[config.mk]
export PLATFORM = sky130hd
export DESIGN_NAME = software_timer_manager_unit
export DESIGN_NICKNAME = d
export VERILOG_FILES = /design/src/rtl/stmu_pkg.sv /design/src/rtl/stmu_outreg.sv /design/src/rtl/stmu_engine.sv /design/src/rtl/software_timer_manager_unit.sv
export SDC_FILE = /design/constraint.sdc
export NUM_CORES = 2
export LEC_CHECK = 0
export ABC_AREA = 0
export BUFFER_PORTS_ARGS = -buffer_cell sky130_fd_sc_hd__buf_2
export CORE_ASPECT_RATIO = 1.2
export CORE_MARGIN = 2
export CORE_UTILIZATION = 68
export CTS_CLUSTER_DIAMETER = 120
export CTS_CLUSTER_SIZE = 24
export DETAILED_ROUTE_END_ITERATION = 10
export PLACE_DENSITY = 0.85
export SKIP_LAST_GASP = 1
export SLEW_MARGIN = 25
export SYNTH_ARGS = -nofsm -noshare
export SYNTH_HDL_FRONTEND = slang
export SYNTH_SLANG_ARGS = --single-unit
[constraint.sdc]
create_clock -name clk -period 10.7 [get_ports clk]
set_clock_uncertainty 0.2 [all_clocks]
set_input_delay 0.535 -clock clk [delete_from_list [all_inputs] [get_ports clk]]
set_output_delay 0.535 -clock clk [all_outputs]
set_load 0.05 [all_outputs]
[src/rtl/stmu_pkg.sv]
// Shared constants, codes, result type and helpers for the software timer manager.
package stmu_pkg;

  localparam int NUM_TIMERS = 16;
  localparam int TICK_WIDTH = 32;

  localparam int CMD_W   = 2;
  localparam int ID_W    = 4;
  localparam int DELAY_W = 32;
  localparam int KIND_W  = 3;
  localparam int REM_W   = 32;

  localparam int MAX_IDS    = 1 << ID_W;
  localparam int SCAN_SLOTS = (NUM_TIMERS < MAX_IDS) ? NUM_TIMERS : MAX_IDS;
  localparam int SLOT_W     = (SCAN_SLOTS > 1) ? $clog2(SCAN_SLOTS) : 1;

  localparam logic [CMD_W-1:0] CMD_TICK  = 2'd0;
  localparam logic [CMD_W-1:0] CMD_START = 2'd1;
  localparam logic [CMD_W-1:0] CMD_STOP  = 2'd2;
  localparam logic [CMD_W-1:0] CMD_QUERY = 2'd3;

  localparam logic [KIND_W-1:0] KIND_EXPIRED   = 3'd0;
  localparam logic [KIND_W-1:0] KIND_IDLE_TICK = 3'd1;
  localparam logic [KIND_W-1:0] KIND_STARTED   = 3'd2;
  localparam logic [KIND_W-1:0] KIND_REJECTED  = 3'd3;
  localparam logic [KIND_W-1:0] KIND_STOPPED   = 3'd4;
  localparam logic [KIND_W-1:0] KIND_QUERY     = 3'd5;

  typedef struct packed {
    logic [KIND_W-1:0] kind;
    logic [ID_W-1:0]   id;
    logic [REM_W-1:0]  rem;
    logic              active;
    logic              last;
  } res_t;

  // delay cut (or widened) to the counter width
  function automatic logic [TICK_WIDTH-1:0] to_tick(input logic [DELAY_W-1:0] d);
    logic [63:0] w;
    w = 64'(d);
    return w[TICK_WIDTH-1:0];
  endfunction

  // remaining count saturated to the result width
  function automatic logic [REM_W-1:0] sat_rem(input logic [TICK_WIDTH-1:0] d);
    logic [63:0] w;
    w = 64'(d);
    if (w > 64'(32'hFFFF_FFFF)) begin
      return '1;
    end
    return w[REM_W-1:0];
  endfunction

endpackage

[src/rtl/stmu_outreg.sv]
// Output register between the timer engine and the result channel.
module stmu_outreg (
  input  logic                          clk,
  input  logic                          rst,
  input  logic                          push,
  input  stmu_pkg::res_t                push_res,
  output logic                          free,
  output logic                          out_valid,
  input  logic                          out_ready,
  output logic [stmu_pkg::KIND_W-1:0]   kind,
  output logic [stmu_pkg::ID_W-1:0]     timer_id_res,
  output logic [stmu_pkg::REM_W-1:0]    remaining,
  output logic                          active,
  output logic                          last
);

  stmu_pkg::res_t data;

  assign free = !out_valid || out_ready;

  always_ff @(posedge clk) begin
    if (rst) begin
      out_valid <= 1'b0;
    end else if (push) begin
      out_valid <= 1'b1;
    end else if (out_ready) begin
      out_valid <= 1'b0;
    end
  end

  always_ff @(posedge clk) begin
    if (push) begin
      data <= push_res;
    end
  end

  assign kind         = data.kind;
  assign timer_id_res = data.id;
  assign remaining    = data.rem;
  assign active       = data.active;
  assign last         = data.last;

endmodule

[src/rtl/stmu_engine.sv]
// Timer engine: command sequencer, slot scan and timer memory.
module stmu_engine (
  input  logic                           clk,
  input  logic                           rst,
  input  logic                           in_valid,
  output logic                           in_ready,
  input  logic [stmu_pkg::CMD_W-1:0]     cmd,
  input  logic [stmu_pkg::ID_W-1:0]      timer_id,
  input  logic [stmu_pkg::DELAY_W-1:0]   delay,
  input  logic                           periodic,
  output logic                           push,
  output stmu_pkg::res_t                 push_res,
  input  logic                           free
);

  localparam int TW = stmu_pkg::TICK_WIDTH;
  localparam int SW = stmu_pkg::SLOT_W;
  localparam int IW = stmu_pkg::ID_W;

  localparam logic [1:0] ST_IDLE = 2'd0;
  localparam logic [1:0] ST_SCAN = 2'd1;
  localparam logic [1:0] ST_QRY  = 2'd2;
  localparam logic [1:0] ST_EMIT = 2'd3;

  typedef struct packed {
    logic [TW-1:0] expiry;
    logic [TW-1:0] period;
    logic          rep;
  } tword_t;

  tword_t mem [stmu_pkg::SCAN_SLOTS];
  tword_t rd_data;
  tword_t wr_data;

  logic [1:0]                       state;
  logic [SW-1:0]                    slot;
  logic [TW-1:0]                    tick_count;
  logic [stmu_pkg::SCAN_SLOTS-1:0]  armed;
  logic                             held;
  stmu_pkg::res_t                   hold;

  logic          in_fire;
  logic          id_ok;
  logic [SW-1:0] id_slot;
  logic [TW-1:0] dly;
  logic          due;
  logic          rearm;
  logic          scan_stall;
  logic          last_slot;
  logic          rd_en;
  logic [SW-1:0] rd_addr;
  logic          wr_en;
  logic [SW-1:0] wr_addr;
  logic [TW-1:0] diff;

  assign in_ready   = (state == ST_IDLE);
  assign in_fire    = in_valid && in_ready;
  assign id_ok      = {1'b0, timer_id} < (IW + 1)'(stmu_pkg::SCAN_SLOTS);
  assign id_slot    = timer_id[SW-1:0];
  assign dly        = stmu_pkg::to_tick(delay);
  assign due        = armed[slot] && (rd_data.expiry <= tick_count);
  assign rearm      = rd_data.rep && (rd_data.period != '0);
  assign scan_stall = due && held && !free;
  assign last_slot  = (slot == SW'(stmu_pkg::SCAN_SLOTS - 1));
  assign diff       = rd_data.expiry - tick_count;

  always_comb begin
    rd_en    = 1'b0;
    rd_addr  = slot;
    wr_en    = 1'b0;
    wr_addr  = id_slot;
    wr_data  = '0;
    push     = 1'b0;
    push_res = hold;
    push_res.last = (state == ST_EMIT);
    case (state)
      ST_IDLE: begin
        if (in_fire) begin
          if (cmd == stmu_pkg::CMD_TICK) begin
            rd_en   = 1'b1;
            rd_addr = '0;
          end
          if (cmd == stmu_pkg::CMD_QUERY && id_ok) begin
            rd_en   = 1'b1;
            rd_addr = id_slot;
          end
          if (cmd == stmu_pkg::CMD_START && id_ok && dly != '0) begin
            wr_en          = 1'b1;
            wr_data.expiry = tick_count + dly;
            wr_data.period = periodic ? dly : '0;
            wr_data.rep    = periodic;
          end
        end
      end
      ST_SCAN: begin
        if (!scan_stall) begin
          // rewrite of this slot and read of the next never share an entry
          if (due && rearm) begin
            wr_en          = 1'b1;
            wr_addr        = slot;
            wr_data.expiry = tick_count + rd_data.period;
            wr_data.period = rd_data.period;
            wr_data.rep    = rd_data.rep;
          end
          push = due && held;
          if (!last_slot) begin
            rd_en   = 1'b1;
            rd_addr = slot + SW'(1);
          end
        end
      end
      ST_QRY: begin
      end
      ST_EMIT: begin
        push = free;
      end
      default: begin
      end
    endcase
  end

  always_ff @(posedge clk) begin
    if (wr_en) begin
      mem[wr_addr] <= wr_data;
    end
    if (rd_en) begin
      rd_data <= mem[rd_addr];
    end
  end

  always_ff @(posedge clk) begin
    if (rst) begin
      state      <= ST_IDLE;
      slot       <= '0;
      tick_count <= '0;
      armed      <= '0;
      held       <= 1'b0;
    end else begin
      case (state)
        ST_IDLE: begin
          if (in_fire) begin
            hold.id   <= timer_id;
            hold.rem  <= '0;
            hold.last <= 1'b0;
            held      <= (cmd != stmu_pkg::CMD_TICK);
            case (cmd)
              stmu_pkg::CMD_TICK: begin
                tick_count <= tick_count + TW'(1);
                slot       <= '0;
                state      <= ST_SCAN;
              end
              stmu_pkg::CMD_START: begin
                if (id_ok && dly != '0) begin
                  armed[id_slot] <= 1'b1;
                  hold.kind      <= stmu_pkg::KIND_STARTED;
                  hold.active    <= 1'b1;
                end else begin
                  hold.kind   <= stmu_pkg::KIND_REJECTED;
                  hold.active <= id_ok && armed[id_slot];
                end
                state <= ST_EMIT;
              end
              stmu_pkg::CMD_STOP: begin
                if (id_ok) begin
                  armed[id_slot] <= 1'b0;
                end
                hold.kind   <= stmu_pkg::KIND_STOPPED;
                hold.active <= 1'b0;
                state       <= ST_EMIT;
              end
              default: begin
                hold.kind   <= stmu_pkg::KIND_QUERY;
                hold.active <= id_ok && armed[id_slot];
                state       <= ST_QRY;
              end
            endcase
          end
        end
        ST_SCAN: begin
          if (!scan_stall) begin
            if (due) begin
              if (!rearm) begin
                armed[slot] <= 1'b0;
              end
              hold.kind   <= stmu_pkg::KIND_EXPIRED;
              hold.id     <= IW'(slot);
              hold.rem    <= '0;
              hold.active <= rearm;
              hold.last   <= 1'b0;
              held        <= 1'b1;
            end
            if (last_slot) begin
              if (!due && !held) begin
                hold.kind   <= stmu_pkg::KIND_IDLE_TICK;
                hold.id     <= '0;
                hold.rem    <= '0;
                hold.active <= 1'b0;
                hold.last   <= 1'b0;
                held        <= 1'b1;
              end
              state <= ST_EMIT;
            end else begin
              slot <= slot + SW'(1);
            end
          end
        end
        ST_QRY: begin
          if (hold.active && rd_data.expiry > tick_count) begin
            hold.rem <= stmu_pkg::sat_rem(diff);
          end
          state <= ST_EMIT;
        end
        ST_EMIT: begin
          if (free) begin
            held  <= 1'b0;
            state <= ST_IDLE;
          end
        end
        default: begin
          state <= ST_IDLE;
        end
      endcase
    end
  end

`ifndef SYNTHESIS
  a_push_free: assert property (@(posedge clk) disable iff (rst) push |-> free)
    else $error("result pushed into a full output register");
  a_tick_inc: assert property (@(posedge clk) disable iff (rst)
    in_fire && cmd == stmu_pkg::CMD_TICK |=> tick_count == $past(tick_count) + TW'(1))
    else $error("tick count not advanced by a tick");
  a_emit_held: assert property (@(posedge clk) disable iff (rst)
    state == ST_EMIT |-> held)
    else $error("final result stage entered with nothing held");
  a_scan_wr: assert property (@(posedge clk) disable iff (rst)
    state == ST_SCAN && wr_en |-> wr_addr == slot && due)
    else $error("scan rewrite outside the checked slot");
`endif

endmodule

[src/rtl/software_timer_manager_unit.sv]
// Top level of the software timer manager.
// Start, stop: the result passes from the emit state into the output register; a query
// reads its timer first. Tick: one timer slot checked per cycle from memory, 16 slots, while
// the output register can take each expiry result; its final result follows the scan.
// One command at a time: a new transfer is taken only after the final result is pushed.
// Reset (synchronous, active high) clears the tick count, armed flags and result valid.
module software_timer_manager_unit (
  input  logic                           clk,
  input  logic                           rst,
  input  logic                           in_valid,
  output logic                           in_ready,
  input  logic [stmu_pkg::CMD_W-1:0]     cmd,
  input  logic [stmu_pkg::ID_W-1:0]      timer_id,
  input  logic [stmu_pkg::DELAY_W-1:0]   delay,
  input  logic                           periodic,
  output logic                           out_valid,
  input  logic                           out_ready,
  output logic [stmu_pkg::KIND_W-1:0]    kind,
  output logic [stmu_pkg::ID_W-1:0]      timer_id_res,
  output logic [stmu_pkg::REM_W-1:0]     remaining,
  output logic                           active,
  output logic                           last
);

  logic           push;
  logic           free;
  stmu_pkg::res_t push_res;

  stmu_engine u_engine (
    .clk      (clk),
    .rst      (rst),
    .in_valid (in_valid),
    .in_ready (in_ready),
    .cmd      (cmd),
    .timer_id (timer_id),
    .delay    (delay),
    .periodic (periodic),
    .push     (push),
    .push_res (push_res),
    .free     (free)
  );

  stmu_outreg u_outreg (
    .clk          (clk),
    .rst          (rst),
    .push         (push),
    .push_res     (push_res),
    .free         (free),
    .out_valid    (out_valid),
    .out_ready    (out_ready),
    .kind         (kind),
    .timer_id_res (timer_id_res),
    .remaining    (remaining),
    .active       (active),
    .last         (last)
  );

endmodule

Word level (Yosys, flattened, before mapping). Memories as Yosys holds them, arrays and structs flattened. A register that Yosys moved wholly into a read port is not among the register bits. Cells that the tools add are included.

Add/sub/neg operators: 5. $mul: 0. Divide/modulo/power cells: 0. Order comparisons: 6. Equal/unequal tests: 17. Shift-type cells: 0. Mux-type cells: 75. Bitwise logic cells: 6. Reductions and logical operators: 34.

Operators with widths (count): $mux 65 (4); $mux 41 (5); $pmux 65 s2 (1); $pmux 32 s3 (1); $mux 16 (5); $add 32x32->32 (2); $mux 32 (2); $pmux 16 s2 (2); $reduce_bool 32->1 (2); $mux 4 (9); $add 32x1->32 const B (1); $and 16x16->16 (2); $gt 32x32->1 (1); $le 32x32->1 (1); $not 16->16 (2); $sub 32x32->32 (1); $mux 1 (26); $or 16x16->16 (1); $pmux 4 s2 (2); $pmux 7 s2 (1); $reduce_and 4->1 (3); $logic_and 1x1->1 (11); $lt 4x5->1 const B (2); $ne 2x2->1 const B (5); other kinds (26) (51).

Register bits: 138. Latch bits: 0. RAM bits: 1040. Memory bits (read-only): 0. Bits of input ports: 43. Output and inout bits: 43. Logic and storage cells: 160. Memories: 1.

Memories: u_engine.mem (words 16, width 65, read ports 1, clocked after memory_dff 1, write ports 1, RTL line stmu_engine.sv:31) `tword_t mem [stmu_pkg::SCAN_SLOTS];`.

Longest topological paths before layout.
Depth after elaboration: 10. Gate-level depth with buffers: 20. Depth with buffers taken out: 16.

Modules after synthesis. Synthesis repeated with hierarchy kept, for this count alone.

Cell total of the unflattened synthesis: 4093. Area total of the unflattened synthesis: 53563.9 um^2.

By module, submodules not included: stmu_engine (instances 1, cells each 4048, area each 52286.4 um^2, sequential area each 35484.0 um^2); stmu_outreg (instances 1, cells each 45, area each 1277.5 um^2, sequential area each 1251.2 um^2).

Least setup slack after synthesis. OpenSTA, ideal clock, no wires.

Path kind: flip-flop to flip-flop. Start: register u_engine.tick_count[25]. End: memory u_engine.mem[15][0] (netlist name) (enable). Library setup time: 489 ps. Arrival time: 5604 ps. Required time: 10011 ps. Path slack: 4408 ps. Cell stages (with the launch flop): 16. Path buffers: 3. Clock period less this slack: 6292 ps. Cell sequence: dfxtp_1 inv_1 ha_1 buf_2 a21oi_1 nor2_1 a211oi_1 o221ai_1 o21ai_2 and2_1 buf_6 nand2_1 nor3_1 clkbuf_1 a31oi_1 nor2_1.

Longest elaborated chain between the ends: 8. Elaborated cells between the ends (all ways): 13. Those cells by class: 1 x order compare; 8 x mux; 4 x reduce/logical.

Ends and longest elaborated chain: from (decl) (RTL line stmu_engine.sv:37) `logic [TW-1:0] tick_count;`; from (signal assigned) (RTL line stmu_engine.sv:148) `tick_count <= tick_count + TW'(1);`; $le 32x32->1 (*) (RTL line stmu_engine.sv:61) `assign due = armed[slot] && (rd_data.expiry <= tick_count);`; $logic_and 1x1->1 (*) (RTL line stmu_engine.sv:61); $logic_and 1x1->1, on equally long branches (RTL line stmu_engine.sv:98, stmu_engine.sv:63); $mux 1 / $logic_and 1x1->1 (equally long branches) (RTL line stmu_engine.sv:98, stmu_engine.sv:63); $mux 1 (RTL line stmu_engine.sv:96) `if (!scan_stall) begin`; $pmux 1 s2 (RTL line stmu_engine.sv:76) `case (state)`; $mux 1 (RTL line stmu_engine.sv:123) `if (wr_en) begin`; $mux 1 (not written as such) (RTL line stmu_engine.sv:124) `mem[wr_addr] <= wr_data;`; to (decl) (RTL line stmu_engine.sv:31).

Mark *: on every way between the ends. The rest lies on a longest branch, timed or not.

Worst setup path after layout.
Start: register u_engine.tick_count[23]. End: register, netlist name u_engine.rd_data[40].

Longest elaborated chain between the ends: 6. Elaborated cells between the ends (all ways): 8. Those cells by class: 1 x order compare; 4 x mux; 3 x reduce/logical.

Ends and longest elaborated chain: $le 32x32->1 (*) (RTL line stmu_engine.sv:61); $logic_and 1x1->1 (*) (RTL line stmu_engine.sv:61); $logic_and 1x1->1 (*) (2 in series) (RTL line stmu_engine.sv:63) `assign scan_stall = due && held && !free;`; $mux 4 / $mux 1 (equally long branches); $pmux 4 s2 / $pmux 1 s2 (equally long branches) (RTL line stmu_engine.sv:76).

Marks and branches as above. A chain may end at the register's enable or synchronous reset.

==> impl_metrics.toml <==
[critical_path]
critPathMaxStageDelay_ps = 750
cpMostUsedCell = "mux2i_1"
rr_worst_depth = 16
cp-start-kind = "flop"
crit_required_ps = 10870
path_cells = "inv_1, ha_1, nand4_1, nor4_1, a21boi_1, o21ai_2, and2_1, nor3_2, a311o_2, buf_4, buf_12, buf_16, mux2i_1, mux2i_1, mux2i_1, mux2i_1"
end_kind = "flop"
cp_max_fo = 102
worst-path-buf-inv = 4
crit_type = "flop to flop"
cp_slowest_cell = "buf_4"
timing.rr.end = "u_engine.rd_data[40]$_DFFE_PP_"
path_delay_family = "buffers and inverters"
r2r_start = "u_engine.tick_count[23]$_SDFFE_PP0P_"
critPathLaunch = "u_engine.tick_count[23]$_SDFFE_PP0P_"
reg2reg_slack_ps = 3980
cp.arrival_ps = 6890
cp-endpoint = "u_engine.rd_data[40]$_DFFE_PP_"
cp_num_cells = 16

[grt]
antenna_found_initial = 5
grt-ovfl-total = 0
grt_max_degree = 157
grt_pass1_vias = 31800
grt.total_usage_pct = 32.6
grt_pass1_wl_um = 202000

[timing]
setup_viol = 0
layout_min_cycle_time_ps = 6720
fmax_mhz = 149
fin_tns_setup_ps = 0
timing.final.crit_share_pct = 62.8
setup_ws_ps = 3980
tightest_slew_ps = 1140
rsz0062_at_grt = "no"
hold_viol = 0
hold_slack_ps = 60.1
maxSlewViolCount = 0
relSlewSlack_pct = 23.7

[finish]
fin_util_pct = 72.8
final_area_um2 = 58800
area_growth_pct = 5.64
instances_no_fill = 4696
fill_cells = 4996
nets = 3771
drive_gt1_share_pct = 7.73

[die]
dieArea_um2 = 84100
die_w_um = 265
die_h_um = 317
initial_core_util_pct = 68.9
rows = 114
ios = 86
coreArea_um2 = 80700

[route]
vias = 32100
routed_wl_um = 137000
firstDrtPassIters = 8
wire_per_inst_um = 29.2
viasPerCell = 6.83
drc = 0
drt-initial-drc-count = 4151
antenna_left = 0

[synthesis]
synth_common_cells = "1186 x edfxtp_1, 979 x mux2i_1, 134 x nor2_1"
syn_avg_cell_area_um2 = 15.6
ys_warn_count = 0
synth_top_cell_by_area = "edfxtp_1"
syn_area_um2 = 55600
synth-seq-cells = 1242
post-synth-top-count-cell = "edfxtp_1"
syn_nets = 3719
async_flop_share_pct = 0
synth.distinct_cells = 73
synth_area_leaders = "edfxtp_1 64%, mux2i_1 18%, ha_1 2.5%, dfxtp_1 2.0%, xnor2_1 1.2%"
synth-seq-area-share_pct = 66.0
ys.flop_type = "edfxtp_1"
synth_cells = 3562
synth-edff-count = 1186
synth_top_area_share_pct = 64.0

[cts]
cts_resized = 0
root_buffer = "clkbuf_16"
hold_buffers = 0
clk_pin_slew_ps = 110
clk_path_buf_depth = 3
cts_buffers = 57
cts_tree = "done"
clk_latency_ps = 680
cts_setup_buffers = 0
clkSinkCount = 1242
htreeDepth = 2

[placed_design]
post_dp_cell_area_um2 = 57000
finalWeightedCongestion = 0.996
hpwl_um = 81400
dpl.cell_count = 4596
io_buffers = 85
dpl_worst_slack_ps = 4350

[run]
drv_cap = 0

[pwr]
vdd_drop_max_uv = 341
p_total_mw = 13.2
power_leakage_nw = 21.6
powerDensity_nw_per_um2 = 225

[min_path]
hp-class = "input port to flop"

[run_status]
outcome = "finished, final reports clean"
## kinds of logic (layout without fill, tap and decap cells)
kind of cell             count (synthesis)  count (layout)  share of synthesized area [%]
flip-flops                            1242            1242                           66.0
multiplexers                           989             989                           18.0
AND/OR/NAND/NOR                        450             450                           3.90
AO/OA/AOI/OAI                          430             430                           5.16
buffers and inverters                  228             316                           2.58
adder cells (fa/ha/maj)                114             114                           2.60
XOR/XNOR                               109             109                           1.72
other                                    0               2                              0
## worst reg2reg max path, cell delays in order (launching register included)
cell	delay (ps)
dfxtp_1	480
inv_1	140
ha_1	460
nand4_1	160
nor4_1	610
a21boi_1	320
o21ai_2	140
and2_1	360
nor3_2	240
a311o_2	150
buf_4	750
buf_12	520
buf_16	570
mux2i_1	320
mux2i_1	190
mux2i_1	110
mux2i_1	680
## layout by cell type (no fill, tap or decap), drive strengths merged, types with 19 or more instances in the layout
cell / netlist / final
nand2: 111 / 111
dfxtp: 56 / 56
clkbuf: 55 / 93
nand4: 19 / 19
ha: 111 / 111
xnor2: 76 / 76
a22oi: 38 / 38
xor2: 33 / 33
nor2: 134 / 134
nor2b: 42 / 42
nand2b: 23 / 23
o22ai: 23 / 23
nor3: 31 / 31
nor4: 19 / 19
a21oi: 107 / 107
buf: 105 / 153
a21o: 38 / 38
mux2i: 979 / 979
edfxtp: 1186 / 1186
a31oi: 20 / 20
nand3: 22 / 22
o21ai: 71 / 71
inv: 68 / 69
a22o: 38 / 38
## worst min-delay path by stage
stage / startpoint / end / slack (ps) / cells past startpoint
detailed placement: u_engine.push_res[19]$_DFFE_PP_ / u_outreg.remaining[17]$_DFFE_PP_ / 240 / 0
CTS: out_ready / u_outreg.out_valid$_SDFFE_PP0P_ / 20 / 3
finish: out_ready / u_outreg.out_valid$_SDFFE_PP0P_ / 60 / 3
global placement: u_engine.push_res[2]$_DFFE_PP_ / u_outreg.remaining[0]$_DFFE_PP_ / 240 / 0
global route: out_ready / u_outreg.out_valid$_SDFFE_PP0P_ / 60 / 3
floorplan: u_engine.push_res[40]$_DFFE_PP_ / u_outreg.kind[2]$_DFFE_PP_ / 230 / 0
## registers in the layout, indices dropped and copies added, names as in the netlist, named ones only
name and flops:
u_outreg.active 1, u_engine.push_res 40, u_engine.rd_data 65, u_outreg.out_valid 1, u_outreg.remaining 32, u_engine.mem 1040, u_outreg.timer_id_res 4, u_engine.state 2
u_engine.slot 4, u_engine.tick_count 32, u_engine.held 1, u_outreg.last 1, u_outreg.kind 3
## layout make-up
cell class                      instances  area (um^2)  share of cell area (%)
Multi-Input combinational cell       2092        17800                    30.2
Antenna cell                            2         5.00                 0.00852
Timing Repair Buffer                  153         1090                    1.86
Inverter                               68          255                   0.434
Sequential cell                      1242        36700                    62.5
Tap cell                             1044         1310                    2.22
Clock inverter                          2         17.5                  0.0298
Clock buffer                           93         1600                    2.73
## metal layers
metal,routed length [um],vias up,GRT usage [%]
li1,-,13800,-
met1,52400,16100,44.5
met2,66200,1836,53.5
met3,13100,325,5.27
met4,5530,10,12.4
met5,63,-,0
## power by group
group          total, mW  switching, mW  internal [mW]
combinational       4.93           2.87           2.06
clock               2.45           1.42           1.03
sequential          5.85          0.191           5.66
total               13.2           4.48           8.75
No activity file was read; power rests on OpenSTA's default activity.
